### config.mk
export PLATFORM = sky130hd
export DESIGN_NAME = round_robin_slice_scheduler
export DESIGN_NICKNAME = d
export VERILOG_FILES = /design/src/hdl/rrss_pkg.sv /design/src/hdl/rrss_ram.sv /design/src/hdl/rrss_alu.sv /design/src/hdl/round_robin_slice_scheduler.sv
export SDC_FILE = /design/constraint.sdc
export NUM_CORES = 2
export LEC_CHECK = 0
export BUFFER_PORTS_ARGS = -buffer_cell sky130_fd_sc_hd__buf_2
export CAP_MARGIN = 20
export CORE_ASPECT_RATIO = 1.1
export CORE_MARGIN = 10
export CORE_UTILIZATION = 62
export CTS_CLUSTER_DIAMETER = 30
export DETAILED_ROUTE_END_ITERATION = 10
export PLACE_DENSITY = 0.9
export SLEW_MARGIN = 20
export SYNTH_ARGS = -nofsm -noshare
export SYNTH_HDL_FRONTEND = slang
export SYNTH_HIERARCHICAL = 1
export SYNTH_SLANG_ARGS = --single-unit
### constraint.sdc
create_clock -name i_clk -period 9 [get_ports i_clk]
set_clock_uncertainty 0.2 [all_clocks]
set_input_delay 0.45 -clock i_clk [delete_from_list [all_inputs] [get_ports i_clk]]
set_output_delay 0.45 -clock i_clk [all_outputs]
set_load 0.02 [all_outputs]
### src/hdl/rrss_pkg.sv
// Shared types and codes for the round-robin slice scheduler.
package rrss_pkg;

    localparam int unsigned MAX_PROCESSES = 16;
    localparam int unsigned TIME_BITS     = 24;

    localparam int unsigned CMD_W      = 2;
    localparam int unsigned PNUM_W     = 5;
    localparam int unsigned FTIME_W    = TIME_BITS;
    localparam int unsigned CFG_DATA_W = TIME_BITS;
    localparam int unsigned CFG_IDX_W  = 1;
    localparam int unsigned COUNT_W    = 5;

    localparam logic [CMD_W-1:0] CMD_LOAD  = 2'd0;
    localparam logic [CMD_W-1:0] CMD_START = 2'd1;
    localparam logic [CMD_W-1:0] CMD_NEXT  = 2'd2;
    localparam logic [CMD_W-1:0] CMD_NONE  = 2'd3;

    localparam logic [CFG_IDX_W-1:0] CFG_QUANTUM = 1'd0;
    localparam logic [CFG_IDX_W-1:0] CFG_COUNT   = 1'd1;

    typedef struct packed {
        logic [CMD_W-1:0]   command;
        logic [PNUM_W-1:0]  process_number;
        logic [FTIME_W-1:0] arrive_at;
        logic [FTIME_W-1:0] burst_len;
    } t_in;

    typedef struct packed {
        logic               slice_valid;
        logic [PNUM_W-1:0]  granted_process;
        logic [FTIME_W-1:0] granted_arrival;
        logic [FTIME_W-1:0] slice_length;
        logic               final_slice;
    } t_out;

endpackage

### src/hdl/rrss_ram.sv
// Simple dual-port memory with one write port and a registered read port.
module rrss_ram #(
    parameter int unsigned DEPTH = 16,
    parameter int unsigned WIDTH = 24
) (
    input  logic                     i_clk,
    input  logic                     i_we,
    input  logic [$clog2(DEPTH)-1:0] i_waddr,
    input  logic [WIDTH-1:0]         i_wdata,
    input  logic [$clog2(DEPTH)-1:0] i_raddr,
    output logic [WIDTH-1:0]         o_rdata
);

    logic [WIDTH-1:0] r_mem [DEPTH];
    logic [WIDTH-1:0] r_rdata;

    always_ff @(posedge i_clk) begin
        if (i_we) begin
            r_mem[i_waddr] <= i_wdata;
        end
        r_rdata <= r_mem[i_raddr];
    end

    assign o_rdata = r_rdata;

endmodule

### src/hdl/rrss_alu.sv
// Shared time comparator and subtractor used by both the sort and the slice step.
module rrss_alu #(
    parameter int unsigned WIDTH = 24
) (
    input  logic [WIDTH-1:0] i_a,
    input  logic [WIDTH-1:0] i_b,
    output logic             o_lt,
    output logic             o_eq,
    output logic [WIDTH-1:0] o_diff
);

    logic [WIDTH:0] w_sub;

    // The borrow out of the subtraction gives the unsigned less-than.
    assign w_sub  = {1'b0, i_a} - {1'b0, i_b};
    assign o_lt   = w_sub[WIDTH];
    assign o_eq   = (i_a == i_b);
    assign o_diff = w_sub[WIDTH-1:0];

endmodule

### src/hdl/round_robin_slice_scheduler.sv
// Round-robin time-slice scheduler: table, run queue and sequencer.
//
// Usage: requests arrive on the input channel (valid/ready) and carry a command.
// A load request writes one process entry into the table. A start request
// orders the first process_count entries by arrival time (ties to the lower
// process number) and fills the circular run queue with every entry whose
// burst is nonzero; the sort runs step by step, set by the single table read
// port and the one shared comparator, which ranks each entry against all others.
// A next-slice request pops the queue head, grants min(remaining, quantum)
// and re-queues any remainder; its result passes through the pop, read,
// calculate and emit states into the output register (pop and emit only when
// the schedule is exhausted), and no request is taken until it is placed there.
// Loads and starts give no result. The configuration port writes the quantum
// and the process count and must only be used while the block is idle.
// Reset empties the run queue and restores a quantum of 512 and a count of 1;
// the table keeps its contents. A stalled receiver holds the result in the
// output register; the block then takes further requests, but the result of a
// following next-slice request waits, with the block, until the held one is taken.
module round_robin_slice_scheduler
    import rrss_pkg::*;
(
    input  logic                  i_clk,
    input  logic                  i_rst_n,
    input  logic                  i_in_valid,
    output logic                  o_in_ready,
    input  t_in                   i_in_data,
    output logic                  o_out_valid,
    input  logic                  i_out_ready,
    output t_out                  o_out_data,
    input  logic                  i_cfg_we,
    input  logic [CFG_IDX_W-1:0]  i_cfg_index,
    input  logic [CFG_DATA_W-1:0] i_cfg_data
);

    localparam int unsigned PW = $clog2(MAX_PROCESSES);
    localparam int unsigned CW = $clog2(MAX_PROCESSES + 1);
    localparam int unsigned TB = TIME_BITS;

    localparam logic [3:0] ST_IDLE = 4'd0;
    localparam logic [3:0] ST_SI   = 4'd1;
    localparam logic [3:0] ST_SIW  = 4'd2;
    localparam logic [3:0] ST_SJ   = 4'd3;
    localparam logic [3:0] ST_SW   = 4'd4;
    localparam logic [3:0] ST_POP  = 4'd5;
    localparam logic [3:0] ST_RD   = 4'd6;
    localparam logic [3:0] ST_CALC = 4'd7;
    localparam logic [3:0] ST_EMIT = 4'd8;

    logic [3:0]         r_state, n_state;
    logic [TB-1:0]      r_quantum;
    logic [COUNT_W-1:0] r_count;
    logic [PW-1:0]      r_head, n_head;
    logic [CW-1:0]      r_fill, n_fill;
    logic [PW-1:0]      r_i, n_i;
    logic [PW-1:0]      r_j, n_j;
    logic [PW-1:0]      r_rank, n_rank;
    logic [TB-1:0]      r_ai, n_ai;
    logic [TB-1:0]      r_bi, n_bi;
    logic [PW-1:0]      r_p, n_p;
    t_out               r_res, n_res;
    logic               r_out_valid, n_out_valid;
    t_out               r_out_data, n_out_data;

    logic               w_accept;
    logic [CW-1:0]      w_n;
    logic [TB-1:0]      w_q;

    logic               w_tab_we;
    logic [PW-1:0]      w_tab_waddr;
    logic [PW-1:0]      w_tab_raddr;
    logic [2*TB-1:0]    w_tab_rdata;
    logic [TB-1:0]      w_arr_rd, w_bur_rd;

    logic               w_q_we;
    logic [PW-1:0]      w_q_waddr, w_q_wdata, w_q_rdata;
    logic               w_rem_we;
    logic [PW-1:0]      w_rem_waddr, w_rem_raddr;
    logic [TB-1:0]      w_rem_wdata, w_rem_rdata;

    logic [TB-1:0]      w_alu_a, w_alu_b, w_alu_diff;
    logic               w_alu_lt, w_alu_eq;
    logic               w_key_less;
    logic               w_gt;
    logic [CW:0]        w_tail_sum;
    logic [PW-1:0]      w_tail;
    logic [PW-1:0]      w_head_inc;

    assign o_in_ready = (r_state == ST_IDLE);
    assign w_accept   = i_in_valid && o_in_ready;

    assign w_n = (32'(r_count) > MAX_PROCESSES) ? CW'(MAX_PROCESSES) : CW'(r_count);
    assign w_q = (r_quantum == '0) ? TB'(1) : r_quantum;

    // Table of {arrival, burst}, written by load requests only.
    assign w_tab_we    = w_accept && (i_in_data.command == CMD_LOAD)
                      && (i_in_data.process_number != '0)
                      && (32'(i_in_data.process_number) <= MAX_PROCESSES);
    assign w_tab_waddr = PW'(32'(i_in_data.process_number) - 32'd1);

    always_comb begin
        unique case (r_state)
            ST_SIW:  w_tab_raddr = '0;
            ST_SJ:   w_tab_raddr = PW'(32'(r_j) + 32'd1);
            ST_RD:   w_tab_raddr = w_q_rdata;
            ST_CALC: w_tab_raddr = r_p;
            default: w_tab_raddr = r_i;
        endcase
    end

    rrss_ram #(.DEPTH(MAX_PROCESSES), .WIDTH(2 * TB)) u_table (
        .i_clk   (i_clk),
        .i_we    (w_tab_we),
        .i_waddr (w_tab_waddr),
        .i_wdata ({TB'(i_in_data.arrive_at), TB'(i_in_data.burst_len)}),
        .i_raddr (w_tab_raddr),
        .o_rdata (w_tab_rdata)
    );

    assign w_arr_rd = w_tab_rdata[2*TB-1:TB];
    assign w_bur_rd = w_tab_rdata[TB-1:0];

    rrss_ram #(.DEPTH(MAX_PROCESSES), .WIDTH(PW)) u_queue (
        .i_clk   (i_clk),
        .i_we    (w_q_we),
        .i_waddr (w_q_waddr),
        .i_wdata (w_q_wdata),
        .i_raddr (r_head),
        .o_rdata (w_q_rdata)
    );

    assign w_rem_raddr = (r_state == ST_RD) ? w_q_rdata : r_p;

    rrss_ram #(.DEPTH(MAX_PROCESSES), .WIDTH(TB)) u_remain (
        .i_clk   (i_clk),
        .i_we    (w_rem_we),
        .i_waddr (w_rem_waddr),
        .i_wdata (w_rem_wdata),
        .i_raddr (w_rem_raddr),
        .o_rdata (w_rem_rdata)
    );

    // The sort compares arrival times; the slice step compares remaining against quantum.
    assign w_alu_a = (r_state == ST_SJ) ? w_arr_rd : w_rem_rdata;
    assign w_alu_b = (r_state == ST_SJ) ? r_ai : w_q;

    rrss_alu #(.WIDTH(TB)) u_alu (
        .i_a    (w_alu_a),
        .i_b    (w_alu_b),
        .o_lt   (w_alu_lt),
        .o_eq   (w_alu_eq),
        .o_diff (w_alu_diff)
    );

    assign w_key_less = w_alu_lt || (w_alu_eq && (r_j < r_i));
    assign w_gt       = !w_alu_lt && !w_alu_eq;

    // Tail slot after the pop equals the old head plus the old fill.
    assign w_tail_sum = (CW + 1)'(r_head) + (CW + 1)'(r_fill);
    assign w_tail     = (32'(w_tail_sum) >= MAX_PROCESSES)
                      ? PW'(32'(w_tail_sum) - MAX_PROCESSES) : PW'(w_tail_sum);
    assign w_head_inc = (32'(r_head) + 32'd1 >= MAX_PROCESSES) ? '0 : PW'(32'(r_head) + 32'd1);

    always_comb begin
        w_q_we      = 1'b0;
        w_q_waddr   = w_tail;
        w_q_wdata   = r_p;
        w_rem_we    = 1'b0;
        w_rem_waddr = r_p;
        w_rem_wdata = w_alu_diff;
        if (r_state == ST_SW) begin
            w_q_we      = (r_bi != '0);
            w_q_waddr   = r_rank;
            w_q_wdata   = r_i;
            w_rem_we    = (r_bi != '0);
            w_rem_waddr = r_i;
            w_rem_wdata = r_bi;
        end else if (r_state == ST_CALC) begin
            w_q_we      = w_gt;
            w_rem_we    = 1'b1;
            w_rem_wdata = w_gt ? w_alu_diff : '0;
        end
    end

    always_comb begin
        n_state     = r_state;
        n_head      = r_head;
        n_fill      = r_fill;
        n_i         = r_i;
        n_j         = r_j;
        n_rank      = r_rank;
        n_ai        = r_ai;
        n_bi        = r_bi;
        n_p         = r_p;
        n_res       = r_res;
        n_out_valid = r_out_valid && !i_out_ready;
        n_out_data  = r_out_data;

        unique case (r_state)
            ST_IDLE: begin
                if (w_accept) begin
                    case (i_in_data.command)
                        CMD_START: begin
                            n_head = '0;
                            n_fill = '0;
                            n_i    = '0;
                            if (w_n != '0) begin
                                n_state = ST_SI;
                            end
                        end
                        CMD_NEXT: n_state = ST_POP;
                        default: ;
                    endcase
                end
            end
            ST_SI: n_state = ST_SIW;
            ST_SIW: begin
                n_ai    = w_arr_rd;
                n_bi    = w_bur_rd;
                n_j     = '0;
                n_rank  = '0;
                n_state = ST_SJ;
            end
            ST_SJ: begin
                if ((w_bur_rd != '0) && w_key_less) begin
                    n_rank = r_rank + PW'(1);
                end
                if (32'(r_j) + 32'd1 == 32'(w_n)) begin
                    n_state = ST_SW;
                end else begin
                    n_j = r_j + PW'(1);
                end
            end
            ST_SW: begin
                if (r_bi != '0) begin
                    n_fill = r_fill + CW'(1);
                end
                if (32'(r_i) + 32'd1 == 32'(w_n)) begin
                    n_state = ST_IDLE;
                end else begin
                    n_i     = r_i + PW'(1);
                    n_state = ST_SI;
                end
            end
            ST_POP: begin
                if (r_fill == '0) begin
                    n_res   = '0;
                    n_state = ST_EMIT;
                end else begin
                    n_state = ST_RD;
                end
            end
            ST_RD: begin
                n_p     = w_q_rdata;
                n_state = ST_CALC;
            end
            ST_CALC: begin
                n_head                = w_head_inc;
                n_fill                = w_gt ? r_fill : r_fill - CW'(1);
                n_res.slice_valid     = 1'b1;
                n_res.granted_process = PNUM_W'(32'(r_p) + 32'd1);
                n_res.granted_arrival = FTIME_W'(w_arr_rd);
                n_res.slice_length    = FTIME_W'(w_gt ? w_q : w_rem_rdata);
                n_res.final_slice     = !w_gt;
                n_state               = ST_EMIT;
            end
            ST_EMIT: begin
                if (!r_out_valid || i_out_ready) begin
                    n_out_valid = 1'b1;
                    n_out_data  = r_res;
                    n_state     = ST_IDLE;
                end
            end
            default: n_state = ST_IDLE;
        endcase
    end

    always_ff @(posedge i_clk) begin
        if (!i_rst_n) begin
            r_state     <= ST_IDLE;
            r_head      <= '0;
            r_fill      <= '0;
            r_out_valid <= 1'b0;
            r_quantum   <= TB'(512);
            r_count     <= COUNT_W'(1);
        end else begin
            r_state     <= n_state;
            r_head      <= n_head;
            r_fill      <= n_fill;
            r_out_valid <= n_out_valid;
            if (i_cfg_we) begin
                unique case (i_cfg_index)
                    CFG_QUANTUM: r_quantum <= TB'(i_cfg_data);
                    CFG_COUNT:   r_count   <= COUNT_W'(i_cfg_data);
                    default: ;
                endcase
            end
        end
    end

    always_ff @(posedge i_clk) begin
        r_i        <= n_i;
        r_j        <= n_j;
        r_rank     <= n_rank;
        r_ai       <= n_ai;
        r_bi       <= n_bi;
        r_p        <= n_p;
        r_res      <= n_res;
        r_out_data <= n_out_data;
    end

    assign o_out_valid = r_out_valid;
    assign o_out_data  = r_out_data;

endmodule

==> results.py <==
metrics = {
    "setup_path": {
        "cp-end-kind": "register",
        "required_ps": 9330,
        "crit_fanout": 55,
        "start_kind": "register",
        "crit_type": "reg -> reg",
        "crit_arrival_ps": 7180,
    },
    "drt": {
        "drc": 0,
        "antenna_left": 0,
        "viasPerCell": 6.901,
        "wl_um": 166200,
        "vias": 33896,
        "firstDrtPassIters": 8,
        "drt_iter0_markers": 5218,
        "wl_per_cell_um": 33.83,
    },
    "yosys": {
        "async_reset_ff_share_pct": 0,
        "yosys-top-cells-area": "edfxtp_1 71%, mux4_2 11%, dfxtp_1 4.2%",
        "syn_area_per_cell_um2": 18.78,
        "yosysTopAreaCell": "edfxtp_1",
        "yosys_warnings": 6,
        "synth_top_area_share_pct": 71.50,
        "ys_seq_elements": 1509,
        "synth_nets": 3226,
        "syn_inst": 3099,
        "synth_cell_types": 73,
        "synth_flop_cell": "edfxtp_1",
        "syn_area_um2": 58210,
        "synth_edf_count": 1386,
        "seq_area_frac_synth_pct": 75.73,
    },
    "global_route": {
        "grt.busiest_layer": "met2",
        "use_met3_pct": 7.170,
        "grt_usage_pct": 31.06,
        "grt_pass1_vias": 34661,
        "use_met1_pct": 37.28,
        "grt_pass1_wl_um": 241300,
        "grt_max_degree": 164,
        "gr-total-overflow": 0,
        "antenna_found_initial": 10,
        "use_met2_pct": 51.59,
    },
    "clocking": {
        "htreeDepth": 4,
        "cts_buffers": 212,
        "cts_root_buffer": "clkbuf_16",
        "clk_latency_ps": 830,
        "cts_sinks": 1509,
        "cts_tree": "built",
        "clk_pin_slew_ps": 50,
        "clockBufferDepth": 3,
    },
    "floorplan": {
        "ioPinCount": 142,
        "floorplan.rows": 117,
        "die_area_um2": 106600,
        "die_x_um": 312.2,
        "initial_core_util_pct": 62.72,
        "core_area_um2": 92810,
        "fp.dieH_um": 341.4,
    },
    "sta": {
        "period_share_pct": 76.11,
        "worstMarginPinSlew_ps": 1302,
        "hold_violations": 0,
        "fmax_mhz": 146.0,
        "holdWs_ps": 70.46,
        "min_period_ps": 6850,
        "drv_slew": 0,
        "setup_ws_ps": 2150,
        "maxSlewHeadroom_pct": 13.22,
        "setup_viol_count_final": 0,
        "rsz0062_at_grt": "no",
        "fin_tns_setup_ps": 0,
    },
    "cells_and_area": {
        "final_nets": 3593,
        "fillers": 4717,
        "multi_input_area_um2": 13520,
        "layout_commonest_cell": "edfxtp_1",
        "drive_above_1_share_pct": 26.12,
        "mostFrequentLayoutCells": "1386 x edfxtp_1, 367 x nand2_1, 290 x mux4_2, 214 x clkbuf_16, 149 x a22oi_1",
        "synthToLayoutAreaGrowth_pct": 18.90,
        "seq_area_um2": 44080,
    },
    "power": {
        "power.density_nw_per_um2": 360.0,
        "vdd_drop_max_mv": 0.3725,
        "leakage_nw": 23.19,
    },
    "worst_hold_path": {
        "hold_path.class": "in -> reg",
    },
    "run_status": {
        "status": "complete, no violations",
    },
    "placed_design": {
        "pre_cts_ws_ps": 2220,
        "port_buffers": 141,
        "gp_congestion": 0.9374,
        "hpwlAfterDp_um": 83330,
    },
    "job": {
        "cap_violations": 0,
    },
}
-- area by class of cell --
type | instances | area share [%]
Tap cell | 1249 | 2.258
Clock buffer | 240 | 8.023
Multi-Input combinational cell | 1390 | 19.53
Sequential cell | 1509 | 63.69
Antenna cell | 7 | 0.02531
Timing Repair Buffer | 303 | 3.117
Clock inverter | 164 | 3.086
Inverter | 50 | 0.2712
-- flip-flops by register name (all words and copies together) (netlist names), 5 cells and up --
| signal | cells |
|---|---|
| o_out_data | 55 |
| r_ai | 24 |
| r_bi | 24 |
| r_count | 5 |
| r_fill | 5 |
| r_quantum | 24 |
| r_res | 55 |
| u_queue/r_mem | 64 |
| u_remain/o_rdata | 24 |
| u_remain/r_mem | 384 |
| u_table/o_rdata | 48 |
| u_table/r_mem | 768 |
-- stage by stage --
| stage | util [%] | instances | power (mW) | area, um2 |
|---|---|---|---|---|
| after floorplan | - | 3099 | 13.71 | 58210 |
| after global placement | 65.27 | 4407 | 15.31 | 60580 |
| after detailed placement | 65.29 | 4411 | 15.63 | 60600 |
| after CTS | 74.52 | 4902 | 24.75 | 69160 |
| after global routing | 74.56 | 4908 | 25.56 | 69200 |
| final | 74.57 | 4912 | 24.92 | 69210 |
-- critical path: stages (launching register included) --
cell,delay [ps]
dfxtp_1,650
nand2b_1,230
or3b_2,520
buf_4,320
mux2_2,320
ha_1,190
fa_1,230
nor2b_1,80
o2111ai_1,290
nand3_1,190
a21boi_1,270
o31ai_1,160
a311o_1,400
a311oi_1,570
nor2_1,170
nor2_4,840
o21ai_0,570
buf_2,330
-- timing repair --
| action | CTS | global route |
|---|---|---|
| hold buffers | 87 | 0 |
| buffers inserted | 0 | 0 |
| hold endpoints to repair | 802 | 0 |
| endpoints found under the setup margin | 0 | 0 |
| resized for setup | 0 | 0 |
-- per-layer routing --
metal  routed length (um)  share of wire [%]
met3                19970                 12
met5                   45              0.027
met2                83040                 50
met1                52350                 32
met4                10740                6.5
-- final timing paths --
kind                      start                    to  slack (ps)  depth (start not counted)
setup / recovery     r_state[1]  u_remain/r_mem[5][5]        2150                         17
hold / removal    i_in_data[53]            r_state[2]          70                          6
setup reg to reg     r_state[1]  u_remain/r_mem[5][5]        2150                         17
hold reg to reg       r_res[49]        o_out_data[49]         220                          0
-- where the power goes --
group | switching (mW) | leakage, nW | total (mW) | internal [mW]
clock | 3.47 | 3.70 | 8.87 | 5.40
combinational | 4.09 | 6.03 | 6.44 | 2.36
sequential | 0.442 | 13.5 | 9.61 | 9.16
-- synthesized netlist by cell type, types with 32 or more instances --
library cell / n
clkbuf_1: 91
nand3_1: 34
ha_1: 39
nand2_1: 367
edfxtp_1: 1386
nor2_1: 95
dfxtp_1: 123
a22oi_1: 149
inv_1: 49
mux4_2: 290
and2_1: 32
o21ai_0: 49
a21oi_1: 66
-- kinds of logic (layout without fill, tap and decap cells) --
group	Yosys count	count (layout)	share of synthesized area, %
xor gates and xnor gates	38	38	0.5717
DFF	1509	1509	75.73
buffers and inverters	200	757	1.582
other	0	7	0
and+or+nand+nor	650	650	5.064
adders and majority gates	42	42	0.9414
AOI/OAI and AO/OA	346	346	4.088
muxes	314	314	12.03
Note: power is estimated with default switching activity, not from simulation.
